## src/hw/rtl/rqpp_pkg.sv

```systemverilog
`timescale 1ns / 1ps
// ----------------------------------------------------------------------------
// rqpp_pkg
// shared types and codes for the ready queue priority picker
// ----------------------------------------------------------------------------
package rqpp_pkg;

  // action codes
  localparam logic ACT_ENQUEUE = 1'b0;
  localparam logic ACT_PICK    = 1'b1;

  // status codes
  localparam logic [2:0] ST_QUEUED   = 3'd0;
  localparam logic [2:0] ST_DROPPED  = 3'd1;
  localparam logic [2:0] ST_FULL     = 3'd2;
  localparam logic [2:0] ST_PICKED   = 3'd3;
  localparam logic [2:0] ST_RUN_IDLE = 3'd4;

  typedef struct packed {
    logic       action;
    logic [7:0] thread_id;
    logic [3:0] thread_priority;
    logic       any_core;
    logic [2:0] bound_core;
    logic [2:0] requesting_core;
  } in_item_t;

  typedef struct packed {
    logic [2:0] status;
    logic [7:0] chosen_thread;
  } out_item_t;

  // one queued thread
  typedef struct packed {
    logic [7:0] thread_id;
    logic [3:0] prio;
    logic       any_core;
    logic [2:0] core;
  } entry_t;

  // best candidate so far, passed down the chain
  typedef struct packed {
    logic       found;
    logic [3:0] prio;
    logic [7:0] thread_id;
  } token_t;

  // per-cycle commands broadcast to all cells
  typedef struct packed {
    logic enq_write;
    logic remove;
  } cell_ctrl_t;

endpackage

```

## src/hw/rtl/rqpp_cell.sv

```systemverilog
`timescale 1ns / 1ps
// ----------------------------------------------------------------------------
// rqpp_cell
// one queue slot: holds an entry, compares it against the passing candidate
// ----------------------------------------------------------------------------
module rqpp_cell #(
  parameter int QUEUE_DEPTH = 16,
  parameter int IDX         = 0,
  localparam int IW = $clog2(QUEUE_DEPTH),
  localparam int CW = $clog2(QUEUE_DEPTH + 1)
) (
  input  logic                clk,
  input  rqpp_pkg::cell_ctrl_t ctrl,
  input  logic [CW-1:0]       count,
  input  logic [IW-1:0]       sel_idx,
  input  logic [2:0]          req_core,
  input  rqpp_pkg::entry_t    new_entry,
  input  rqpp_pkg::entry_t    next_entry,
  input  rqpp_pkg::token_t    tok_in,
  input  logic [IW-1:0]       tok_in_idx,
  output rqpp_pkg::entry_t    entry,
  output rqpp_pkg::token_t    tok_out,
  output logic [IW-1:0]       tok_out_idx
);

  logic occupied;
  logic eligible;
  logic take;

  assign occupied = CW'(IDX) < count;
  assign eligible = occupied && (entry.any_core || (entry.core == req_core));
  // strict compare keeps the older entry on a tie
  assign take     = eligible && (!tok_in.found || (entry.prio > tok_in.prio));

  always_ff @(posedge clk) begin
    if (ctrl.enq_write && (count == CW'(IDX))) begin
      entry <= new_entry;
    end else if (ctrl.remove && (IW'(IDX) >= sel_idx)) begin
      entry <= next_entry;
    end
  end

  always_ff @(posedge clk) begin
    if (take) begin
      tok_out.found     <= 1'b1;
      tok_out.prio      <= entry.prio;
      tok_out.thread_id <= entry.thread_id;
      tok_out_idx       <= IW'(IDX);
    end else begin
      tok_out     <= tok_in;
      tok_out_idx <= tok_in_idx;
    end
  end

endmodule

```

## src/hw/rtl/ready_queue_priority_picker.sv

```systemverilog
`timescale 1ns / 1ps
// ----------------------------------------------------------------------------
// ready_queue_priority_picker
// ready queue of threads in arrival order with priority pick and core affinity
// ----------------------------------------------------------------------------
// enqueue: accepted when start is high and busy low, result strobed on the
//   next cycle, a new item may be accepted in that same cycle
// pick: busy through S_SCAN and S_DONE; S_DONE registers the result and the strobe
//   once the candidate has walked one cell per cycle down the whole chain
// reset (rst, synchronous): queue empty, idle_priority 0, no result pending
// results cannot be stalled; done marks each result for exactly one cycle
module ready_queue_priority_picker #(
  parameter int QUEUE_DEPTH = 16
) (
  input  logic                 clk,
  input  logic                 rst,
  // command channel
  input  logic                 start,
  output logic                 busy,
  input  rqpp_pkg::in_item_t   cmd,
  // result channel
  output logic                 done,
  output rqpp_pkg::out_item_t  result,
  // idle priority register
  input  logic                 cfg_we,
  input  logic [3:0]           cfg_data
);

  localparam int IW = $clog2(QUEUE_DEPTH);
  localparam int CW = $clog2(QUEUE_DEPTH + 1);

  typedef enum logic [2:0] {
    S_IDLE = 3'b001,
    S_SCAN = 3'b010,
    S_DONE = 3'b100
  } state_t;

  state_t          state;
  logic [IW-1:0]   scan_cnt;
  logic [CW-1:0]   count;
  logic [3:0]      idle_priority;
  logic [2:0]      req_core;

  logic            accept;
  logic            enq_acc;
  logic            pick_acc;
  logic            enq_drop;
  logic            enq_full;
  logic            scan_last;

  rqpp_pkg::cell_ctrl_t ctrl;
  rqpp_pkg::entry_t     new_entry;
  rqpp_pkg::entry_t     slot     [QUEUE_DEPTH];
  rqpp_pkg::token_t     tok      [QUEUE_DEPTH];
  logic [IW-1:0]        tok_idx  [QUEUE_DEPTH];
  rqpp_pkg::token_t     best;
  logic [IW-1:0]        best_idx;

  // ---- command decode ----
  assign busy     = (state != S_IDLE);
  assign accept   = start && !busy;
  assign enq_acc  = accept && (cmd.action == rqpp_pkg::ACT_ENQUEUE);
  assign pick_acc = accept && (cmd.action == rqpp_pkg::ACT_PICK);
  assign enq_drop = cmd.thread_priority == idle_priority;
  assign enq_full = count == CW'(QUEUE_DEPTH);
  assign scan_last = scan_cnt == IW'(QUEUE_DEPTH - 1);

  assign new_entry.thread_id = cmd.thread_id;
  assign new_entry.prio      = cmd.thread_priority;
  assign new_entry.any_core  = cmd.any_core;
  assign new_entry.core      = cmd.bound_core;

  // last cell holds the winner once the candidate has crossed the whole chain
  assign best     = tok[QUEUE_DEPTH-1];
  assign best_idx = tok_idx[QUEUE_DEPTH-1];

  // new entry lands in the first free slot; removal pulls younger ones down
  assign ctrl.enq_write = enq_acc && !enq_drop && !enq_full;
  assign ctrl.remove    = (state == S_DONE) && best.found;

  // ---- slot chain ----
  for (genvar k = 0; k < QUEUE_DEPTH; k++) begin : g_cell
    rqpp_pkg::token_t t_in;
    logic [IW-1:0]    t_in_idx;
    rqpp_pkg::entry_t nxt;

    if (k == 0) begin : g_head
      // chain starts with no candidate
      assign t_in     = '0;
      assign t_in_idx = '0;
    end else begin : g_body
      assign t_in     = tok[k-1];
      assign t_in_idx = tok_idx[k-1];
    end

    if (k == QUEUE_DEPTH - 1) begin : g_tail
      // tail slot keeps stale data after a shift; it falls outside count
      assign nxt = slot[k];
    end else begin : g_mid
      assign nxt = slot[k+1];
    end

    rqpp_cell #(
      .QUEUE_DEPTH (QUEUE_DEPTH),
      .IDX         (k)
    ) u_cell (
      .clk         (clk),
      .ctrl        (ctrl),
      .count       (count),
      .sel_idx     (best_idx),
      .req_core    (req_core),
      .new_entry   (new_entry),
      .next_entry  (nxt),
      .tok_in      (t_in),
      .tok_in_idx  (t_in_idx),
      .entry       (slot[k]),
      .tok_out     (tok[k]),
      .tok_out_idx (tok_idx[k])
    );
  end

  // ---- control ----
  always_ff @(posedge clk) begin
    if (rst) begin
      state         <= S_IDLE;
      scan_cnt      <= '0;
      count         <= '0;
      idle_priority <= 4'd0;
      done          <= 1'b0;
    end else begin
      done <= 1'b0;
      if (cfg_we) begin
        idle_priority <= cfg_data;
      end
      case (state)
        S_IDLE: begin
          if (enq_acc) begin
            done <= 1'b1;
            if (ctrl.enq_write) begin
              count <= count + CW'(1);
            end
          end else if (pick_acc) begin
            scan_cnt <= '0;
            state    <= S_SCAN;
          end
        end
        S_SCAN: begin
          // the candidate walks one cell per cycle down the chain
          scan_cnt <= scan_cnt + IW'(1);
          if (scan_last) begin
            state <= S_DONE;
          end
        end
        S_DONE: begin
          done  <= 1'b1;
          state <= S_IDLE;
          if (ctrl.remove) begin
            count <= count - CW'(1);
          end
        end
        default: begin
          state <= S_IDLE;
        end
      endcase
    end
  end

  // ---- payload ----
  always_ff @(posedge clk) begin
    if (pick_acc) begin
      req_core <= cmd.requesting_core;
    end
  end

  always_ff @(posedge clk) begin
    if (state == S_DONE) begin
      if (best.found) begin
        result.status        <= rqpp_pkg::ST_PICKED;
        result.chosen_thread <= best.thread_id;
      end else begin
        result.status        <= rqpp_pkg::ST_RUN_IDLE;
        result.chosen_thread <= 8'd0;
      end
    end else if (enq_acc) begin
      result.chosen_thread <= 8'd0;
      if (enq_drop) begin
        result.status <= rqpp_pkg::ST_DROPPED;
      end else if (enq_full) begin
        result.status <= rqpp_pkg::ST_FULL;
      end else begin
        result.status <= rqpp_pkg::ST_QUEUED;
      end
    end
  end

  // ---- assertions ----
  a_count_bound: assert property (@(posedge clk) disable iff (rst)
    count <= CW'(QUEUE_DEPTH))
    else $error("occupied count beyond queue depth");

  a_pick_busy: assert property (@(posedge clk) disable iff (rst)
    pick_acc |=> (busy && (state == S_SCAN)))
    else $error("pick did not start a scan");

  a_done_cause: assert property (@(posedge clk) disable iff (rst)
    done |-> ($past(state) == S_DONE || $past(enq_acc)))
    else $error("result strobe without a finished item");

  a_pick_pops: assert property (@(posedge clk) disable iff (rst)
    (done && (result.status == rqpp_pkg::ST_PICKED)) |-> (count == $past(count) - CW'(1)))
    else $error("picked entry not removed");

  a_queued_grows: assert property (@(posedge clk) disable iff (rst)
    (done && (result.status == rqpp_pkg::ST_QUEUED)) |-> (count == $past(count) + CW'(1)))
    else $error("queued entry not counted");

endmodule
```

## config.mk

```make
export PLATFORM = sky130hd
export DESIGN_NAME = ready_queue_priority_picker
export DESIGN_NICKNAME = d
export VERILOG_FILES = /design/src/hw/rtl/rqpp_pkg.sv /design/src/hw/rtl/rqpp_cell.sv /design/src/hw/rtl/ready_queue_priority_picker.sv
export SDC_FILE = /design/constraint.sdc
export NUM_CORES = 1
export LEC_CHECK = 0
export BUFFER_PORTS_ARGS = -buffer_cell sky130_fd_sc_hd__buf_4
export CORE_MARGIN = 5
export CORE_UTILIZATION = 57
export DETAILED_ROUTE_END_ITERATION = 7
export PLACE_DENSITY_LB_ADDON = 0.05
export REMOVE_ABC_BUFFERS = 1
export SYNTH_ARGS = -nofsm -noshare
export SYNTH_HDL_FRONTEND = slang
export SYNTH_HIERARCHICAL = 1
export SYNTH_SLANG_ARGS = --single-unit
```

## constraint.sdc

```tcl
create_clock -name clk -period 3.67 [get_ports clk]
set_input_delay 0 -clock clk [delete_from_list [all_inputs] [get_ports clk]]
set_output_delay 0 -clock clk [all_outputs]
set_load 0.1 [all_outputs]
```

# After elaboration in Yosys (flattened, before gate mapping)
# Cells that the tools add are included.
# Widths: inputs -> output; s select.
[totals]
wordCells = 432
register_bits = 540
[op_classes]
magnitude_cmp = 46
n_eq_ne = 44
bitwise_logic = 1
add_sub_neg = 3
n_reduce_logical = 139
mux = 65
[ops]
columns = ["op", "n"]
rows = [
  ["$mux 16", 30],
  ["$mux 12", 14],
  ["$logic_and 1x1->1", 68],
  ["$gt 4x4->1", 15],
  ["$eq 3x3->1", 16],
  ["$eq 5x4->1 const B", 8],
  ["$lt 4x5->1 const A", 8],
  ["$reduce_bool 2->1", 18],
  ["$mux 11", 3],
  ["$logic_or 1x1->1", 31],
  ["$ge 4x4->1 const A", 7],
  ["$eq 5x3->1 const B", 4],
  ["$lt 3x5->1 const A", 4],
  ["$logic_not 1->1", 18],
  ["$ge 3x4->1 const A", 4],
  ["$mux 5", 3],
  ["$mux 13", 1],
  ["$eq 5x2->1 const B", 2],
  ["$lt 1x5->1 const A", 2],
  ["$lt 2x5->1 const A", 2],
  ["$pmux 5 s2", 1],
  ["$mux 3", 3],
  ["$ge 1x4->1 const A", 2],
  ["$ge 2x4->1 const A", 2],
  ["24 further kinds", 32],
]

# Longest topological paths before layout
# Gate-level depths: netlist of run 1.
[logic_depth]
ltp_word = 9
depth_mapped = 8
ltp_nobuf = 7

# By module
# The synthesis of run 1 kept the hierarchy.
[by_module_without_submodules]
columns = ["module", "area_each_um2", "n_inst", "seq_area_each_um2", "cells_each"]
rows = [
  ["rqpp_cell at g_cell[0].u_cell ...", 1418.9, 2, 820.8, 95],
  ["rqpp_cell at g_cell[6].u_cell", 1476.4, 1, 820.8, 95],
  ["rqpp_cell at g_cell[15].u_cell", 1473.9, 1, 820.8, 92],
  ["rqpp_cell at g_cell[11].u_cell", 1466.4, 1, 820.8, 94],
  ["rqpp_cell at g_cell[2].u_cell", 1436.4, 1, 820.8, 94],
  ["rqpp_cell at g_cell[8].u_cell", 1433.9, 1, 820.8, 94],
  ["rqpp_cell at g_cell[10].u_cell", 1425.1, 1, 820.8, 96],
  ["rqpp_cell at g_cell[7].u_cell", 1421.4, 1, 820.8, 93],
  ["rqpp_cell at g_cell[14].u_cell", 1417.6, 1, 820.8, 95],
  ["rqpp_cell at g_cell[9].u_cell", 1413.9, 1, 820.8, 95],
  ["rqpp_cell at g_cell[12].u_cell", 1412.6, 1, 820.8, 97],
  ["rqpp_cell at g_cell[1].u_cell", 1408.9, 1, 820.8, 94],
  ["rqpp_cell at g_cell[4].u_cell", 1408.9, 1, 820.8, 96],
  ["rqpp_cell at g_cell[3].u_cell", 1407.6, 1, 820.8, 94],
  ["+2 rows", "-", "-", "-", "-"],
]

# Worst setup path before layout of run 1
# No wires, ideal clock.
[synth_path]
path_type = "register -> register"
from = "register count[2]"
to = "register g_cell[7].u_cell/entry[0] (netlist bit), enable pin"
slack_ns = 0.190
setup_ns = 0.367
stages_incl_launch_ff = 8
arrival_ns = 3.113
path_buffers = 1
cell_sequence = "dfxtp_1 > nor4_1 > nand2_1 > and3_1 > nand4_1 > nor3_2 > buf_2 > a21o_1"
[synth_lines]
columns = ["item", "line_no", "rtl"]
rows = [
  ["start, declared", "ready_queue_priority_picker.sv:40", "logic [CW-1:0] count;"],
  ["start signal, assigned", "ready_queue_priority_picker.sv:140", "count <= count + CW'(1);"],
  ["start signal, assigned", "ready_queue_priority_picker.sv:158", "count <= count - CW'(1);"],
  ["end signal, assigned", "rqpp_cell.sv:37", "entry <= new_entry;"],
  ["end signal, assigned", "rqpp_cell.sv:39", "entry <= next_entry;"],
  ["end, declared", "rqpp_cell.sv:21", "output rqpp_pkg::entry_t entry,"],
]

==> results.md, run 1 <==
- Status: finished, final reports clean
- Hold Path Stages: 2
- R2R cell count: 7
- CP endpoint kind: register
- Pin count of the biggest net entering global routing: 33
- CP Data Required Time: 3.89 ns
- Worst setup SP type: register
- # IOs: 41
- Max Slew Vio Count: 0
- Clock transition at the registers of the reported paths: 0.06 ns
- Overflow after GRT: 0
- Crit path DAT: 3.31 ns
- Design area: 27100 um^2
- Max-Cap Viols: 0
- Cts bufs inserted: 55
- Vias in the first global route: around 14000
- Met1 WL: 22900 um
- Vias: 13200
- Worst Setup EP: g_cell[6].u_cell/entry[15]$_DFFE_PP_
- Worst skew pair latency: 0.60 ns
- Clock Tree Root: clkbuf_16
- Antenna viol nets, final: 0
- Post-Syn Instances: roughly 1600
- Actual slew at the worst max-slew pin: approximately 0.90 ns
- Layout net count: 1862
- TritonCTS clock tree: built
- Fmax: between 300 and 400 MHz
- Finished Layout Cells: 2352
- Worst Hold Margin: about 0.032 ns
- N_diodes: 0
- Clock sink total: 555
- Wire length per cell: 22.4 um
- Top layer used by detailed routing: met4
- DP Wirelength: 35100 um
- Die area: 46500 um^2
- Met2 Routed Length: about 26000 um
- Final setup vio count: 0
- Worst Skew: 0.0170 ns
- Area growth syn-to-layout: 12.5%
- IO Port Bufs: 40
- Synthesized area per cell: 14.8 um^2
- Fin crit share: 84.1%
- Iteration-0 DRC Markers: 769
- Die H: roughly 220 um
- Core Region: approximately 42000 um^2
- Final hold violations: 0
- Vias/cell: 5.62
- Drt total wl: 52700 um
- GPL Wtd Cong: ~0.8
- Crit-path max FO: 17
- Total Routing Usage GR: between 20% and 30%
- Worst vdd ir: 0.386 mV
- Initial antenna violation count: 0
- Worst flop-to-flop path endpoint: g_cell[6].u_cell/entry[15]$_DFFE_PP_
- Critical Path Start: state[0]$_SDFFE_PP1P_
- HP Class: input port to register
- Met3 wire len: roughly 2400 um
- Netlist Area Pre-Place: 24100 um^2
- Clock buffer depth: 3
- Leakage Power: 0.0103 uW
- Cell Pwr Density: 486 nW/um^2
- R2r setup slk: 0.58 ns
- First-pass DRT Iterations: 5
- H-tree level count: 2
- Fin crit period: 3.09 ns
- FF-to-FF Start: state[0]$_SDFFE_PP1P_
- Width of the die: 216 um
- Rel. slew slack: 39.8%
- Dpl cells: 2220
- First-pass GRT wire length: 81900 um
- Post-DP Area: 24900 um^2
- Layout cell share with drive strength beyond 1: 36.2%
- TNS Setup: 0 ns
- Warnings from Yosys: 6
- Drt drc: 0
- # rows: 75
- Critical path type: register to register
- Post-CTS Resized: 0
- Initial core utilization: between 50% and 60%
- Unrepaired setup endpoints after global routing: no
metrics by stage:
stage               util (%)  total power, uW  worst slack, ns
floorplan                  -             7310           0.0969
global placement        59.5             7570            0.691
detailed placement      59.5             7580            0.589
CTS                     64.7            13300            0.572
global route            64.7            13700            0.420
finish                  64.7            13200            0.584
per-layer routing:
metal  global-route usage [%]  vias up
met2                     38.7      305
met5                        0        -
met4                     6.55        0
li1                         -     6235
met1                     30.0     6591
met3                     3.34       84
how the worst min path moves through the flow:
| stage | start | end | slack [ns] |
|---|---|---|---|
| 2_1_floorplan | rst | count[2]$_SDFFE_PP0P_ | 0.07 |
| 3_3_place_gp | cmd[0] | req_core[0]$_DFFE_PP_ | 0.18 |
| 3_5_place_dp | cmd[2] | req_core[2]$_DFFE_PP_ | 0.18 |
| 4_1_cts | cmd[7] | g_cell[1].u_cell/entry[4]$_DFFE_PP_ | 0.004 |
| 5_1_grt | cmd[10] | g_cell[0].u_cell/entry[7]$_DFFE_PP_ | 0.02 |
| 6_report | cmd[7] | g_cell[1].u_cell/entry[4]$_DFFE_PP_ | 0.03 |
where the power goes:
part           switching [uW]  total (uW)  internal (uW)  leakage, uW
sequential                119        6800           6680      0.00450
clock                    2330        5700           3370     0.000943
combinational             351         675            324      0.00486
total                    2800       13200          10400       0.0103
registers in the layout, summed over array words and instances, names as in the netlist:
register,cells
req_core,3
done,1
scan_cnt,4
g_cell.u_cell/entry,256
g_cell.u_cell/tok_out,204
count,5
state,3
idle_priority,4
g_cell.u_cell/tok_out_idx,64
result,11
layout make-up:
class,instances,area (um^2)
Fill cell,3107,14800
Sequential cell,555,13800
Multi-Input combinational cell,967,9610
Clock buffer,87,1810
Timing Repair Buffer,95,788
Tap cell,539,674
Inverter,94,353
Clock inverter,15,76.3
layout by cell type, fill, tap and decap left out, types with 8 or more instances in the layout:
| master | n |
|---|---|
| inv_1 | 94 |
| nor2_1 | 22 |
| and3_2 | 8 |
| buf_4 | 65 |
| edfxtp_1 | 270 |
| nand3_1 | 20 |
| mux2_4 | 123 |
| xnor2_1 | 50 |
| nand2b_1 | 31 |
| and2_1 | 31 |
| o211ai_4 | 11 |
| clkbuf_16 | 63 |
| o21ai_0 | 19 |
| clkbuf_1 | 10 |
| clkbuf_8 | 14 |
| conb_1 | 22 |
| o21ai_1 | 10 |
| a21oi_1 | 22 |
| mux2_2 | 290 |
| or2_2 | 10 |
| dlygate4sd3_1 | 30 |
| ha_1 | 66 |
| mux2_1 | 33 |
| clkinv_2 | 12 |
| a31oi_1 | 16 |
| nand2_1 | 39 |
| dfxtp_1 | 281 |
| a211oi_1 | 15 |
worst max-delay path: stages, from the launching register on:
cell     delay, ns
dfxtp_1       0.40
or3b_4        0.44
nor2_4        0.13
and3_1        0.16
buf_4         0.31
nor4b_4       0.30
nand3_4       0.29
nand2_1       0.67
what timing repair did:
item / CTS / global route
buffers inserted: 0 / 0
hold endpoints to repair: 205 / 0
hold buffers: 30 / 0
No activity file was read; power rests on OpenSTA's default activity.
==> inputs of run 2 (changes only) <==
Clock period 3.67 ns to 2.8 ns, I/O delays scaled along.
==> run 2 against run 1 <==
Compared with the run above:
- utilization up 0.72 points
- highest routed layer unchanged
- cell count up 1.1%
- routed wire length is 1.4% lower
- sequential power is 31% higher
- critical path depth grew 1
- clock skew is 0.0029 ns higher
- flip-flop and latch count did not move
==> results.md, run 2 (synthesis gave the netlist of run 1 again) <==
- Core Region: 41900 um^2 (unchanged)
- Design area: 27400 um^2 (+1.1%)
- Layout net count: 1886 (+1.3%)
- Clock buffer depth: 3 (unchanged)
- Critical path type: register to register
- Total Routing Usage GR: 22.3% (-0.29 points)
- Fmax: 378 MHz (+17%)
- First-pass DRT Iterations: 5 (unchanged)
- Leakage Power: 0.0104 uW (+1.3%)
- Status: finished, final reports clean
- Dpl cells: 2241 (+0.95%)
- Largest regs: g_cell.u_cell/entry: 256 flops, g_cell.u_cell/tok_out: 204 flops, g_cell.u_cell/tok_out_idx: 64 flops
- TritonCTS clock tree: built
- Initial core utilization: 57.5% (unchanged)
- CP endpoint kind: register
- Cell breakdown of the critical path: or3b_4, nor2_4, and3_1, buf_12, nand4_2, nor3b_4, buf_12, mux2_2
- Actual slew at the worst max-slew pin: 0.894 ns (-0.00692 ns)
- IO Port Bufs: 40 (unchanged)
- Reg with most FFs: g_cell.u_cell/entry
- Met3 wire len: 2080 um (-13%)
- Finished Layout Cells: 2379 (+1.1%)
- # IOs: 41 (unchanged)
- Clock transition at the registers of the reported paths: 0.06 ns (about the same)
- CP Data Required Time: 3.14 ns (-0.75 ns)
- Largest register FFs: 256 (unchanged)
- TNS Setup: 0 ns (unchanged)
- Cts bufs inserted: 56 (+1.8%)
- Worst setup SP type: register
- Fin crit period: 2.64 ns (-0.443 ns)
- Crit path DAT: 2.98 ns (-0.33 ns)
- N_diodes: 0 (unchanged)
- Iteration-0 DRC Markers: 820 (+6.6%)
- Worst vdd ir: 0.533 mV (+38%)
- Gate family responsible for the most delay along the worst path: simple AND/OR/NAND/NOR gates
- Max-Cap Viols: 0 (unchanged)
- Initial antenna violation count: 1 (+1)
- Layout fillers: 3112 (+0.16%)
- Worst skew pair latency: 0.60 ns (about the same)
- Cell Pwr Density: 631 nW/um^2 (+30%)
- Clock sink total: 555 (unchanged)
- First-pass GRT wire length: 81200 um (-0.79%)
- Antenna viol nets, final: 0 (unchanged)
- Met1 WL: 22600 um (-1.2%)
- DP Wirelength: 34800 um (-0.89%)
- Area growth syn-to-layout: 13.7%
- Commonest non-fill, non-tap cell in the layout: mux2_2
- Max incr delay on CP: 0.44 ns (-0.23 ns)
- Unrepaired setup endpoints after global routing: no
- Multi-input gate area: 9620 um^2 (about the same)
- Width of the die: 216 um (unchanged)
- Crit path buffers/inverters: 2 (+1)
- Pin count of the biggest net entering global routing: 31 (-6.1%)
- HP Class: input port to register
- Vias/cell: 5.54 (-1.4%)
- Final setup vio count: 0 (unchanged)
- Clock Tree Root: clkbuf_16
- Register area: 13800 um^2 (unchanged)
- Worst Skew: 0.0199 ns (+0.00293 ns)
- Vias: 13200 (-0.29%)
- Rel. slew slack: 40.2% (+0.46 points)
- GPL Wtd Cong: 0.795 (-0.96%)
- Critical path's slowest cell: or3b_4
- # rows: 75 (unchanged)
- Drt drc: 0 (unchanged)
- Overflow after GRT: 0 (unchanged)
- H-tree level count: 2 (unchanged)
- Final hold violations: 0 (unchanged)
- Met2 Routed Length: 26100 um (-0.36%)
- Vias in the first global route: 13800 (+0.79%)
- Most frequent CP cell: buf_12
- Final Core Density: 65.4% (+0.72 points)
- Max Slew Vio Count: 0 (unchanged)
- Post-DP Area: 25200 um^2 (+1.1%)
- Fin crit share: 94.4% (+10 points)
- Die H: 216 um (unchanged)
- Post-CTS setup buffer count: 0 (unchanged)
- Most frequent cells in the layout: 290 x mux2_2, 281 x dfxtp_1, 270 x edfxtp_1
- Drt total wl: 51900 um (-1.4%)
- Top layer used by detailed routing: met4
- Wire length per cell: 21.8 um (-2.6%)
- Crit-path max FO: 16 (-1)
- Layout cell share with drive strength beyond 1: 36.7% (+0.50 points)
- Die area: 46500 um^2 (unchanged)
run 2: cell count changes in the layout (fill, tap and decap cells not counted), moves of 2 or more:
cell           change
buf_4             +11
buf_12            +10
clkbuf_1           +5
clkbuf_16          -4
bufinv_16          +3
clkbuf_8           -3
dlygate4sd3_1      +2
run 2: final cells by class:
| type | count | area share, % |
|---|---|---|
| Sequential cell | 555 | 50.4 |
| Clock inverter | 21 | 0.698 |
| Clock buffer | 85 | 6.14 |
| Multi-Input combinational cell | 967 | 35.1 |
| Inverter | 94 | 1.29 |
| Timing Repair Buffer | 118 | 3.98 |
| Tap cell | 539 | 2.46 |
run 2: through the flow:
step | hold slack, ns | total power, uW | setup WS [ns]
floorplan | 0.0691 | 9580 | -0.773
global placement | 0.180 | 9920 | 0.260
detailed placement | 0.183 | 9940 | 0.180
CTS | 0.0187 | 17500 | 0.167
global route | 0.0186 | 18000 | 0.0488
finish | 0.0566 | 17300 | 0.158
run 2: final timing paths:
| path | from | endpoint | slack [ns] | cells after the start |
|---|---|---|---|---|
| max | state[2]$_SDFFE_PP0P_ | g_cell[15].u_cell/entry[5]$_DFFE_PP_ | 0.16 | 8 |
| min | cmd[8] | g_cell[11].u_cell/entry[5]$_DFFE_PP_ | 0.06 | 2 |
| max reg2reg | state[2]$_SDFFE_PP0P_ | g_cell[15].u_cell/entry[5]$_DFFE_PP_ | 0.16 | 8 |
| min reg2reg | g_cell[13].u_cell/tok_out_idx[1]$_SDFF_PP0_ | g_cell[14].u_cell/tok_out_idx[1]$_SDFF_PP1_ | 0.41 | 1 |
run 2: power by group:
| part | switching, uW | internal (uW) | total [uW] | leakage (uW) |
|---|---|---|---|---|
| sequential | 144 | 8750 | 8900 | 0.00450 |
| combinational | 467 | 435 | 902 | 0.00501 |
| clock | 3080 | 4430 | 7510 | 0.000934 |
| total | 3690 | 13600 | 17300 | 0.0104 |
run 2: repair_timing:
item / 4_1_cts / 5_1_grt
endpoints found under the hold margin: 226 / 0
endpoints found under the setup margin: 0 / 16
gates resized for setup: 0 / 1
hold buffers: 32 / 0
run 2: per-layer routing:
metal | up-vias | track usage, %
met3 | 92 | 3.18
met4 | 0 | 6.46
li1 | 6275 | -
met2 | 236 | 38.6
met5 | - | 0
met1 | 6574 | 29.4
==> inputs of run 3 (changes only) <==
--- a/config.mk
+++ b/config.mk
@@ -8,2 +8,3 @@
 export BUFFER_PORTS_ARGS = -buffer_cell sky130_fd_sc_hd__buf_4
+export CAP_MARGIN = 25
 export CORE_MARGIN = 5
==> constraint.sdc (replaced) <==
create_clock -name clk -period 2.8 [get_ports clk]
set_input_delay 0.14 -clock clk [delete_from_list [all_inputs] [get_ports clk]]
set_output_delay 0.14 -clock clk [all_outputs]
set_load 0.1 [all_outputs]
==> run 3 against run 2 <==
Compared with the run above:
- power increased by 5.2%
- flip-flop and latch count is the same
- routed wire length increased by 0.15%
- critical path depth increased by 1
- fmax up 0.92%
- critical path type unchanged
- combinational power is 2% lower
- register-to-register slack improved by 0.02 ns
- critical endpoint is now g_cell[13].u_cell/entry[4]$_DFFE_PP_
- count of clock-buffer cells in the layout shrank 7
- first-iteration DRC count is 5.9% lower
==> results.md, run 3 (synthesis gave the netlist of run 1 again) <==
- Status: finished, final reports clean
- Drt drc: 0 (unchanged)
- Clock sink total: 555 (unchanged)
- Reg with most FFs: g_cell.u_cell/entry
- Die area: 46500 um^2 (unchanged)
- Width of the die: 216 um (unchanged)
- Vias/cell: 5.60 (+1.1%)
- Design area: 27500 um^2 (+0.20%)
- Core Region: 41900 um^2 (unchanged)
- CP endpoint kind: register
- Wire length per cell: 22.0 um (+0.82%)
- Layout fillers: 3103 (-0.29%)
- Initial antenna violation count: 0 (-1)
- Antenna viol nets, final: 0 (unchanged)
- CP Data Required Time: 3.08 ns (-0.06 ns)
- Fin crit share: 93.5% (-0.86 points)
- Cts bufs inserted: 57 (+1.8%)
- Pin count of the biggest net entering global routing: 33 (+6.5%)
- Drt total wl: 52000 um (+0.15%)
- Clock transition at the registers of the reported paths: 0.06 ns (about the same)
- Final Core Density: 65.5% (+0.13 points)
- Worst vdd ir: 0.683 mV (+28%)
- Commonest non-fill, non-tap cell in the layout: mux2_2
- Die H: 216 um (unchanged)
- Max Slew Vio Count: 0 (unchanged)
- GPL Wtd Cong: 0.785 (-1.2%)
- Initial core utilization: 57.5% (unchanged)
- Overflow after GRT: 0 (unchanged)
- Total power draw: 18200 uW (+5.2%)
- Vias: 13200 (+0.43%)
- Rel. slew slack: 38.9% (-1.3 points)
- # IOs: 41 (unchanged)
- Most frequent cells in the layout: 290 x mux2_2, 281 x dfxtp_1, 270 x edfxtp_1
- Crit path DAT: 2.90 ns (-0.08 ns)
- N_diodes: 0 (unchanged)
- Worst Skew: 0.0228 ns (+0.00285 ns)
- Unrepaired setup endpoints after global routing: no
- Max-Cap Viols: 0 (unchanged)
- Fin crit period: 2.62 ns (-0.0240 ns)
- Layout cell share with drive strength beyond 1: 37.2% (+0.43 points)
- TNS Setup: 0 ns (unchanged)
- Final hold violations: 0 (unchanged)
- TritonCTS clock tree: built
- Cell Pwr Density: 662 nW/um^2 (+5.0%)
- Worst skew pair latency: 0.61 ns (about the same)
- H-tree level count: 2 (unchanged)
- Iteration-0 DRC Markers: 772 (-5.9%)
- IO Port Bufs: 40 (unchanged)
- Critical path type: register to register
- Total Routing Usage GR: 22.4% (+0.083 points)
- Clock buffer depth: 3 (unchanged)
- HP Class: input port to register
- Layout net count: 1869 (-0.90%)
- DP Wirelength: 35000 um (+0.53%)
- Crit-path max FO: 17 (+1)
- Worst setup SP type: register
- Post-CTS Resized: 0 (unchanged)
- Vias in the first global route: 13900 (+0.47%)
- First-pass GRT wire length: 81500 um (+0.35%)
- Leakage Power: 0.0105 uW (+0.28%)
- Largest register FFs: 256 (unchanged)
- Clock Tree Root: clkbuf_16
- Largest regs: g_cell.u_cell/entry: 256 flops, g_cell.u_cell/tok_out: 204 flops, g_cell.u_cell/tok_out_idx: 64 flops
- Post-DP Area: 25200 um^2 (-0.11%)
- First-pass DRT Iterations: 4 (-1)
- # rows: 75 (unchanged)
- Fmax: 382 MHz (+0.92%)
- Area growth syn-to-layout: 14.0%
- Actual slew at the worst max-slew pin: 0.913 ns (+0.0194 ns)
- Final setup vio count: 0 (unchanged)
run 3: cell count changes in the layout (fill, tap and decap cells not counted), sizes merged:
| cell | delta |
|---|---|
| bufinv | +10 |
| clkbuf | -7 |
| inv | -2 |
| buf | -2 |
| dlygate4sd3 | -16 |
| clkinvlp | +1 |
run 3: critical path, cell delays in order (launching register included):
cell and delay [ns]:
dfxtp_1 0.35, or3b_4 0.42, nor2_4 0.14, and3_1 0.21
buf_12 0.17, nand2_1 0.07, nor3_2 0.14, nand3_2 0.37
nand2_1 0.16, buf_4 0.26
run 3: what timing repair did:
action / 4_1_cts / 5_1_grt
hold endpoints to repair: 20 / 0
hold buffers: 16 / 0
setup buffers: 0 / 0
run 3: final timing paths:
path                                                                    to                                        from  slack [ns]  cells after the start
worst max-delay path                  g_cell[13].u_cell/entry[4]$_DFFE_PP_                       state[1]$_SDFFE_PP0P_        0.18                      9
worst min-delay path                   g_cell[0].u_cell/entry[0]$_DFFE_PP_                                      cmd[3]        0.06                      2
worst max register to register        g_cell[13].u_cell/entry[4]$_DFFE_PP_                       state[1]$_SDFFE_PP0P_        0.18                      9
worst min register to register  g_cell[7].u_cell/tok_out_idx[2]$_SDFF_PP1_  g_cell[6].u_cell/tok_out_idx[2]$_SDFF_PP1_        0.41                      1
run 3: area by class of cell:
class / instances / area, um^2 / area share [%]
flip-flops and latches: 555 / 13800 / 50.3
multi-input cells: 967 / 9610 / 35.0
clock buffers: 78 / 1640 / 5.97
repair buffers: 100 / 903 / 3.29
well taps: 539 / 674 / 2.45
clock inverters: 30 / 485 / 1.77
inverters: 94 / 353 / 1.28
run 3: power breakdown:
part	total [uW]	switching, uW	internal [uW]
Sequential	8900	147	8750
Clock	8420	3120	5300
Combinational	883	464	419
Total	18200	3730	14500
run 3: routing by layer:
| layer | vias to the layer above | GRT usage (%) | routed length (um) |
|---|---|---|---|
| met5 | - | 0 | 0 |
| met4 | 0 | 6.51 | 1210 |
| met3 | 77 | 3.21 | 2090 |
| met2 | 273 | 38.7 | 26000 |
| met1 | 6637 | 29.5 | 22700 |
| li1 | 6247 | - | - |
run 3: per-stage QoR:
step	hold WS (ns)	std cells	setup slack, ns
6_report	0.0629	2363	0.182
5_1_grt	0.0479	2363	0.0594
4_1_cts	0.00626	2363	0.178
3_5_place_dp	0.321	2239	0.192
3_3_place_gp	0.319	2239	0.255
2_1_floorplan	0.209	1616	-0.773
